[src/design/tod_pkg.sv]
// ============================================================================
// Time-of-day counter package
// Operation codes, time constants and the pipeline word type shared by the
// 24-hour hour/minute/second counter.
// ============================================================================
package tod_pkg;

    // Operation carried with each input word.
    typedef enum logic [2:0] {
        OP_SET_ALL  = 3'd0,
        OP_LOAD     = 3'd1,
        OP_SET_HOUR = 3'd2,
        OP_SET_MIN  = 3'd3,
        OP_SET_SEC  = 3'd4,
        OP_INC      = 3'd5,
        OP_DEC      = 3'd6,
        OP_ADD      = 3'd7
    } op_t;

    localparam logic [16:0] SECS_PER_DAY  = 17'd86400;
    localparam logic [11:0] SECS_PER_HOUR = 12'd3600;
    localparam logic [5:0]  SECS_PER_MIN  = 6'd60;
    localparam logic [5:0]  MINS_PER_HOUR = 6'd60;
    localparam logic [4:0]  HOURS_PER_DAY = 5'd24;
    localparam logic [4:0]  HOUR_MAX      = 5'd23;
    localparam logic [5:0]  MIN_MAX       = 6'd59;
    localparam logic [5:0]  SEC_MAX       = 6'd59;

    // Reciprocals for the constant divisions.
    // floor(x / 86400) = floor((x >> 7) / 675), estimated with
    // floor(2^35 / 675); the estimate is low by at most one.
    localparam logic [25:0] DAY_RECIP  = 26'd50903316;
    // floor(r / 3600) = floor((r >> 4) / 225), exact for r < 86400.
    localparam logic [12:0] HOUR_RECIP = 13'd4661;
    // floor(r / 60) = floor((r >> 2) / 15), exact for r < 3600.
    localparam logic [10:0] MIN_RECIP  = 11'd1093;

    localparam int PIPE_DEPTH = 7;

    // One word moving down the offset pipeline. Later stages fill in
    // more of the fields.
    typedef struct packed {
        op_t                op;
        logic signed [7:0]  hour_in;
        logic signed [7:0]  minute_in;
        logic signed [7:0]  second_in;
        logic signed [31:0] count_in;
        logic               neg;    // offset is negative
        logic [31:0]        mag;    // magnitude of the second count
        logic [15:0]        quo;    // estimated days in mag
        logic [16:0]        total;  // offset reduced to 0..86399
        logic [4:0]         off_hour;
        logic [11:0]        rem;    // total minus whole hours
        logic [5:0]         off_min;
        logic [5:0]         off_sec;
    } stage_t;

endpackage

[src/design/time_of_day_hms_counter.sv]
// ============================================================================
// 24-hour time-of-day counter
// Holds hour, minute and second and applies one set, load, step or offset
// operation per input word, returning the time after each operation.
// ============================================================================
// Each accepted word passes through the offset pipeline and then the time update.
// Throughput: one word per cycle; the seven-stage offset pipeline and the
// time update sustain this. Backpressure on the result side
// stalls the whole pipeline.
// Reset: asynchronous, active low; the time returns to 00:00:00 and the
// pipeline and result register are emptied.
module time_of_day_hms_counter
    import tod_pkg::*;
(
    input  logic        clk,
    input  logic        rst_n,
    input  logic        s_tvalid,
    output logic        s_tready,
    input  logic [55:0] s_tdata,   // hour_in[7:0], minute_in[15:8],
                                   // second_in[23:16], count_in[55:24]
    input  logic [2:0]  s_tuser,   // op[2:0]
    output logic        m_tvalid,
    input  logic        m_tready,
    output logic [23:0] m_tdata    // hour_out[4:0], minute_out[10:5],
                                   // second_out[16:11], zero pad above
);

    // ------------------------------------------------------------------
    // The time itself is kept as hour, minute and second registers. Any
    // offset that comes from the count field (load or add) is first
    // reduced modulo one day and split into hours, minutes and seconds by
    // a pipeline that does not look at the time. Only the last step, a
    // mixed-radix add with carries, touches the time registers, so a new
    // word can enter every cycle while no result waits.
    // ------------------------------------------------------------------

    stage_t                  stage_reg  [PIPE_DEPTH];
    stage_t                  stage_next [PIPE_DEPTH];
    logic [PIPE_DEPTH-1:0]   vld_reg;
    logic [PIPE_DEPTH-1:0]   vld_next;
    logic                    out_vld_reg;
    logic                    out_vld_next;
    logic [4:0]              hour_reg;
    logic [4:0]              hour_next;
    logic [5:0]              minute_reg;
    logic [5:0]              minute_next;
    logic [5:0]              second_reg;
    logic [5:0]              second_next;

    logic                    adv;
    logic                    commit;

    // Datapath intermediates.
    logic [50:0]             day_prod;
    logic [32:0]             day_diff;
    logic [16:0]             day_rem;
    logic [25:0]             hour_prod;
    logic [16:0]             hour_rem;
    logic [20:0]             min_prod;
    logic [11:0]             sec_rem;

    // Update step.
    stage_t                  fin;
    logic [4:0]              add_hour;
    logic [5:0]              add_min;
    logic [5:0]              add_sec;
    logic [6:0]              sec_sum;
    logic [6:0]              min_sum;
    logic [5:0]              hr_sum;
    logic                    sec_carry;
    logic                    min_carry;
    logic [4:0]              step_hour;
    logic [5:0]              step_min;
    logic [5:0]              step_sec;
    logic                    hour_ok;
    logic                    min_ok;
    logic                    sec_ok;

    // The pipeline moves as one; it holds only while a result waits.
    assign adv      = !out_vld_reg || m_tready;
    assign s_tready = adv;
    assign commit   = adv && vld_reg[PIPE_DEPTH-1];

    // ------------------------------------------------------------------
    // Offset pipeline
    // ------------------------------------------------------------------
    always_comb
    begin
        // Stage 0: capture the input word.
        stage_next[0]           = '0;
        stage_next[0].op        = op_t'(s_tuser);
        stage_next[0].hour_in   = s_tdata[7:0];
        stage_next[0].minute_in = s_tdata[15:8];
        stage_next[0].second_in = s_tdata[23:16];
        stage_next[0].count_in  = s_tdata[55:24];

        // Stage 1: magnitude and sign of the offset, then a day-count
        // estimate. A negative load count clamps to zero.
        stage_next[1] = stage_reg[0];
        if (stage_reg[0].op == OP_LOAD && stage_reg[0].count_in[31])
        begin
            stage_next[1].neg = 1'b0;
            stage_next[1].mag = '0;
        end
        else
        begin
            stage_next[1].neg = stage_reg[0].count_in[31];
            stage_next[1].mag = stage_reg[0].count_in[31]
                              ? (~stage_reg[0].count_in) + 32'd1
                              : stage_reg[0].count_in;
        end
        day_prod = 51'(stage_next[1].mag[31:7]) * 51'(DAY_RECIP);
        stage_next[1].quo = day_prod[50:35];

        // Stage 2: remainder with one correction, then mirror it for a
        // negative offset so the result lands in 0..86399.
        stage_next[2] = stage_reg[1];
        day_diff = {1'b0, stage_reg[1].mag} - 33'(stage_reg[1].quo) * 33'(SECS_PER_DAY);
        day_rem  = (day_diff >= 33'(SECS_PER_DAY))
                 ? 17'(day_diff - 33'(SECS_PER_DAY))
                 : day_diff[16:0];
        if (stage_reg[1].neg && day_rem != 17'd0)
        begin
            stage_next[2].total = SECS_PER_DAY - day_rem;
        end
        else
        begin
            stage_next[2].total = day_rem;
        end

        // Stage 3: whole hours of the offset.
        stage_next[3] = stage_reg[2];
        hour_prod = 26'(stage_reg[2].total[16:4]) * 26'(HOUR_RECIP);
        stage_next[3].off_hour = hour_prod[24:20];

        // Stage 4: seconds left within the hour.
        stage_next[4] = stage_reg[3];
        hour_rem = stage_reg[3].total
                 - 17'(stage_reg[3].off_hour) * 17'(SECS_PER_HOUR);
        stage_next[4].rem = hour_rem[11:0];

        // Stage 5: whole minutes within the hour.
        stage_next[5] = stage_reg[4];
        min_prod = 21'(stage_reg[4].rem[11:2]) * 21'(MIN_RECIP);
        stage_next[5].off_min = min_prod[19:14];

        // Stage 6: seconds left within the minute.
        stage_next[6] = stage_reg[5];
        sec_rem = stage_reg[5].rem - 12'(stage_reg[5].off_min) * 12'(SECS_PER_MIN);
        stage_next[6].off_sec = sec_rem[5:0];
    end

    always_comb
    begin
        vld_next = adv ? {vld_reg[PIPE_DEPTH-2:0], s_tvalid} : vld_reg;
    end

    // ------------------------------------------------------------------
    // Time update
    // ------------------------------------------------------------------
    always_comb
    begin
        fin = stage_reg[PIPE_DEPTH-1];

        case (fin.op)
            OP_INC:
            begin
                add_hour = 5'd0;
                add_min  = 6'd0;
                add_sec  = 6'd1;
            end
            // Stepping back one second is the same as adding 23:59:59.
            OP_DEC:
            begin
                add_hour = HOUR_MAX;
                add_min  = MIN_MAX;
                add_sec  = SEC_MAX;
            end
            default:
            begin
                add_hour = fin.off_hour;
                add_min  = fin.off_min;
                add_sec  = fin.off_sec;
            end
        endcase

        sec_sum   = 7'(second_reg) + 7'(add_sec);
        sec_carry = sec_sum >= 7'(SECS_PER_MIN);
        step_sec  = sec_carry ? 6'(sec_sum - 7'(SECS_PER_MIN)) : sec_sum[5:0];

        min_sum   = 7'(minute_reg) + 7'(add_min) + 7'(sec_carry);
        min_carry = min_sum >= 7'(MINS_PER_HOUR);
        step_min  = min_carry ? 6'(min_sum - 7'(MINS_PER_HOUR)) : min_sum[5:0];

        hr_sum    = 6'(hour_reg) + 6'(add_hour) + 6'(min_carry);
        step_hour = (hr_sum >= 6'(HOURS_PER_DAY))
                  ? 5'(hr_sum - 6'(HOURS_PER_DAY))
                  : hr_sum[4:0];

        hour_ok = !fin.hour_in[7]   && (fin.hour_in[6:0]   < 7'(HOURS_PER_DAY));
        min_ok  = !fin.minute_in[7] && (fin.minute_in[6:0] < 7'(MINS_PER_HOUR));
        sec_ok  = !fin.second_in[7] && (fin.second_in[6:0] < 7'(SECS_PER_MIN));
    end

    always_comb
    begin
        hour_next   = hour_reg;
        minute_next = minute_reg;
        second_next = second_reg;
        if (commit)
        begin
            case (fin.op)
                OP_SET_ALL:
                begin
                    // Any field out of range clears the whole time.
                    if (hour_ok && min_ok && sec_ok)
                    begin
                        hour_next   = fin.hour_in[4:0];
                        minute_next = fin.minute_in[5:0];
                        second_next = fin.second_in[5:0];
                    end
                    else
                    begin
                        hour_next   = '0;
                        minute_next = '0;
                        second_next = '0;
                    end
                end
                OP_LOAD:
                begin
                    hour_next   = fin.off_hour;
                    minute_next = fin.off_min;
                    second_next = fin.off_sec;
                end
                OP_SET_HOUR:
                begin
                    if (hour_ok)
                    begin
                        hour_next = fin.hour_in[4:0];
                    end
                end
                OP_SET_MIN:
                begin
                    if (min_ok)
                    begin
                        minute_next = fin.minute_in[5:0];
                    end
                end
                OP_SET_SEC:
                begin
                    if (sec_ok)
                    begin
                        second_next = fin.second_in[5:0];
                    end
                end
                default:
                begin
                    hour_next   = step_hour;
                    minute_next = step_min;
                    second_next = step_sec;
                end
            endcase
        end
    end

    always_comb
    begin
        out_vld_next = adv ? vld_reg[PIPE_DEPTH-1] : out_vld_reg;
    end

    // ------------------------------------------------------------------
    // Registers
    // ------------------------------------------------------------------
    always_ff @(posedge clk)
    begin
        if (adv)
        begin
            for (int i = 0; i < PIPE_DEPTH; i++)
            begin
                stage_reg[i] <= stage_next[i];
            end
        end
    end

    always_ff @(posedge clk or negedge rst_n)
    begin
        if (!rst_n)
        begin
            vld_reg     <= '0;
            out_vld_reg <= 1'b0;
            hour_reg    <= '0;
            minute_reg  <= '0;
            second_reg  <= '0;
        end
        else
        begin
            vld_reg     <= vld_next;
            out_vld_reg <= out_vld_next;
            hour_reg    <= hour_next;
            minute_reg  <= minute_next;
            second_reg  <= second_next;
        end
    end

    // The time registers double as the result register: while a result
    // waits, the pipeline is held and the time cannot move.
    assign m_tvalid = out_vld_reg;
    assign m_tdata  = {7'd0, second_reg, minute_reg, hour_reg};

    // ------------------------------------------------------------------
    // Assertions
    // ------------------------------------------------------------------
    a_time_in_range : assert property (@(posedge clk) disable iff (!rst_n)
        (hour_reg < HOURS_PER_DAY) && (minute_reg < MINS_PER_HOUR)
        && (second_reg < SECS_PER_MIN))
        else $error("time registers out of range");

    a_time_holds : assert property (@(posedge clk) disable iff (!rst_n)
        !commit |=> $stable({hour_reg, minute_reg, second_reg}))
        else $error("time changed without a word completing");

    a_result_from_pipe : assert property (@(posedge clk) disable iff (!rst_n)
        $rose(m_tvalid) |-> $past(vld_reg[PIPE_DEPTH-1]))
        else $error("result valid without a word in the last stage");

    a_accept_enters : assert property (@(posedge clk) disable iff (!rst_n)
        (s_tvalid && s_tready) |=> vld_reg[0])
        else $error("accepted word did not enter the pipeline");

endmodule

[config.mk]
export PLATFORM = sky130hd
export DESIGN_NAME = time_of_day_hms_counter
export DESIGN_NICKNAME = d
export VERILOG_FILES = /design/src/design/tod_pkg.sv /design/src/design/time_of_day_hms_counter.sv
export SDC_FILE = /design/constraint.sdc
export NUM_CORES = 2
export LEC_CHECK = 0
export ABC_AREA = 1
export BUFFER_PORTS_ARGS = -buffer_cell sky130_fd_sc_hd__buf_2
export CAP_MARGIN = 20
export CORE_MARGIN = 8
export CORE_UTILIZATION = 66
export CTS_BUF_LIST = sky130_fd_sc_hd__clkbuf_8
export CTS_CLUSTER_SIZE = 8
export DETAILED_ROUTE_END_ITERATION = 7
export PLACE_DENSITY = 0.93
export SYNTH_ARGS = -nofsm -noshare
export SYNTH_HDL_FRONTEND = slang
export SYNTH_SLANG_ARGS = --single-unit
export TNS_END_PERCENT = 20
[constraint.sdc]
create_clock -name clk -period 18.13 [get_ports clk]
set_clock_uncertainty 0.15 [all_clocks]
set_input_delay 4.5325 -clock clk [delete_from_list [all_inputs] [get_ports clk]]
set_output_delay 4.5325 -clock clk [all_outputs]
set_load 0.01 [all_outputs]
==> results by group <==
Hold path
  • Hold path cells: 0
  • Hold Path Class: register to register

GRT
  • Pin count of the biggest net entering global routing: between 150 and 200
  • Global route overflow: 0
  • Vias in the first global route: between 20,000 and 30,000
  • First-pass GRT wire length: roughly 130 mm
  • All-layer global routing usage: 29.0%
  • Initial antenna violation count: 7

Place
  • PortBufs: 81
  • GPL Wtd Cong: approximately 0.95
  • HPWL after DPL: a little over 60 mm

Synth
  • Synth warn: 0
  • Netlist cell types: 56
  • Syn Std Cell Area: 32,500 um2
  • #FFs+latches synth: 380
  • Synth area leaders: edfxtp_1, ha_1, fa_1, inv_1, nand2_1
  • Leading area contributor after synthesis: edfxtp_1
  • Sequential share of the synthesized area: 34.8%
  • Cells after Synth: 3,214
  • Syn avg cell area: 10.1 um2
  • Top-area cell type share of the netlist area: 32.8%

Status
  • Failing checks: design-rule violations
  • Outcome: finished, violations left

Job
  • Max capacitance violation total: 0

Timing
  • Min Clock Period, post-route: 10.60 ns
  • Final TNS setup: 0 ns
  • Crit share post-route: about three fifths
  • Unrepaired setup endpoints after global routing: no
  • Final hold violation count: 0
  • Worst-margin pin slew: 1.19 ns
  • Setup violators final: 0
  • Final max-slew violation count: 0
  • Headroom to the max-slew limit: between 20% and 30%
  • Maximum clock rate: 94.3 MHz

Floorplanning
  • Starting Density: 66.6%
  • Core Footprint: 48,700 um2
  • Die X-Extent: 238 um
  • Rows: 81
  • Chip height: 238 um
  • Die ar.: approximately 57,000 um2
  • I/O pin count: slightly below 90

Clock tree
  • Clock latency on the worst-skew pair: 0.71 ns
  • Clk sinks: 380
  • Clk buf depth: 3
  • Post-CTS Resized: 0
  • Post-CTS setup buffers: 0
  • Root Driver: clkbuf_8
  • CTS tree: done
  • CTS Hold Bufs: 0
  • Reg clk slew, reported paths: ~0.050 ns
  • H-tree Lvls: 2
  • CTS Buf Count: 60

Worst setup path
  • CP most frequent cell: buf_2
  • Max incr delay on CP: 0.54 ns
  • Number of cells on the critical path: 4
  • Worst path cell trace: buf_2 > nor2_1 > inv_8 > buf_2
  • Crit end category: primary output
  • Slowest cell on crit path: nor2_1
  • Reg2reg path depth: 38
  • Required @ worst endpoint: approximately 13 ns
  • Kind of critical path: input pin to primary output
  • CP top delay family: buffers and inverters
  • Critical Path Start Type: input pin
  • Buf+Inv Stages, Crit Path: 3
  • CP max FO: 155
  • WP data arrival: around 5.9 ns

Final layout
  • Layout fillers: 3,097
  • Area grow syn2layout: 7.40%
  • Share of cells above drive strength 1: 6.82%
  • Largest register FFs: about 360
  • Nets: 4,242
  • Utilization after layout: 71.5%

Routing
  • Vias per cell: 5.96
  • Routed len/inst: between 20 and 25 um
  • Final wirelength: 82.1 mm
  • First-iteration detailed-routing DRC count: 2,467
  • ANT nets after route: 0
  • # DRC: 5
  • Total number of vias: between 20,000 and 25,000
  • Pre-antenna DRT Iters: 8
## placed cells by master, fill, tap and decap left out, types with 5 or more instances in the layout
master | netlist | final
nand3_1 | 88 | 88
a21oi_1 | 160 | 160
ha_1 | 584 | 584
inv_1 | 645 | 667
nor2_1 | 189 | 184
a211oi_1 | 6 | 6
buf_2 | 0 | 81
nand2_1 | 485 | 485
clkinv_2 | 0 | 6
nand4_1 | 21 | 21
a21o_1 | 11 | 11
buf_4 | 8 | 23
inv_2 | 10 | 10
o22ai_1 | 7 | 7
nor2_2 | 5 | 10
nor4_1 | 6 | 6
o211ai_1 | 5 | 5
a31oi_1 | 13 | 13
o21ai_0 | 95 | 95
edfxtp_1 | 355 | 355
o21bai_1 | 10 | 10
conb_1 | 1 | 7
clkbuf_8 | 0 | 60
nand2_2 | 9 | 9
nor3_2 | 0 | 6
nand3b_1 | 6 | 6
xor2_1 | 71 | 71
dfrtp_1 | 25 | 25
fa_1 | 231 | 231
xnor2_1 | 32 | 32
nor3_1 | 54 | 48
o21a_1 | 11 | 11
a221oi_1 | 6 | 6
clkinv_1 | 2 | 9
o21ai_1 | 8 | 8
## worst reg2reg max path, delay by kind of cell, from the launching register on
kind	cells	cell delay, ns
compound gates	3	0.50
xor+xnor	1	0.18
fa+ha+maj	9	3.68
buf+inv	7	0.71
flops	1	0.41
simple gates	18	4.37
## cells by family after synthesis
logic type | after synthesis | share of synthesized area (%)
buffers and inverters | 679 | 8.01
xor gates and xnor gates | 104 | 2.83
other | 1 | 0.0116
DFF | 380 | 34.8
and+or+nand+nor | 879 | 11.3
AOI/OAI and AO/OA | 356 | 6.26
adders and majority gates | 815 | 36.8
## per-stage QoR
step	setup WS, ns	hold slack (ns)	cell area (um2)	instances
4_1_cts	7.47	0.253	34800	4067
2_1_floorplan	1.94	0.250	32500	3220
3_3_place_gp	7.53	0.250	33800	3966
5_1_grt	7.39	0.255	34900	4069
6_report	7.53	0.218	34900	4071
3_5_place_dp	7.47	0.255	33800	3966
## cell usage after synthesis, drive strengths merged
library cell  instances
inv                 655
ha                  584
nand2               494
edfxtp              355
fa                  231
nor2                196
a21oi               162
o21ai               107
nand3                93
xor2                 71
nor3                 54
xnor2                33
dfrtp                25
nand4                21
a31oi                13
buf                  12
a21o                 11
o21a                 11
clkbuf               10
o21bai               10
o22ai                 7
a211oi                6
a221oi                6
nand3b                6
nor4                  6
o211ai                5
o31ai                 4
or2                   4
o221a                 3
o221ai                3
a2bb2oi               2
and3                  2
clkinv                2
a2111o                1
a21boi                1
a41oi                 1
and2                  1
conb                  1
nor3b                 1
o211a                 1
o311a                 1
o41ai                 1
or3b                  1
## worst paths after layout
kind / slack, ns / from / to
max: 7.53 / m_tready / s_tready
min: 0.22 / stage_reg[2][134] / stage_reg[3][134]
max reg2reg: 7.93 / stage_reg[0][95] / stage_reg[1][57]
min reg2reg: 0.22 / stage_reg[2][134] / stage_reg[3][134]
max in group asynchronous: 13.73 / rst_n / hour_reg[2]
min in group asynchronous: 3.70 / rst_n / second_reg[5]
## area by class of cell
class / count / area, um2 / area share [%]
Antenna cell: 4 / 10.0 / 0.0287
Clock buffer: 60 / 826 / 2.37
Clock inverter: 41 / 220 / 0.632
Inverter: 657 / 2470 / 7.10
Multi-Input combinational cell: 2161 / 18600 / 53.5
Sequential cell: 380 / 11300 / 32.4
Tap cell: 664 / 831 / 2.38
Timing Repair Buffer: 104 / 578 / 1.66
## metal layers
layer,share of wire [%],track usage (%),vias to the layer above
met1,35,31.6,11400
li1,-,-,11000
met5,0,0,-
met3,8.7,7.59,533
met4,7.6,19.5,0
met2,48,49.4,1415
Power is not shown: default switching activity piles up to over one toggle a cycle in this logic, so the estimate is an artifact.
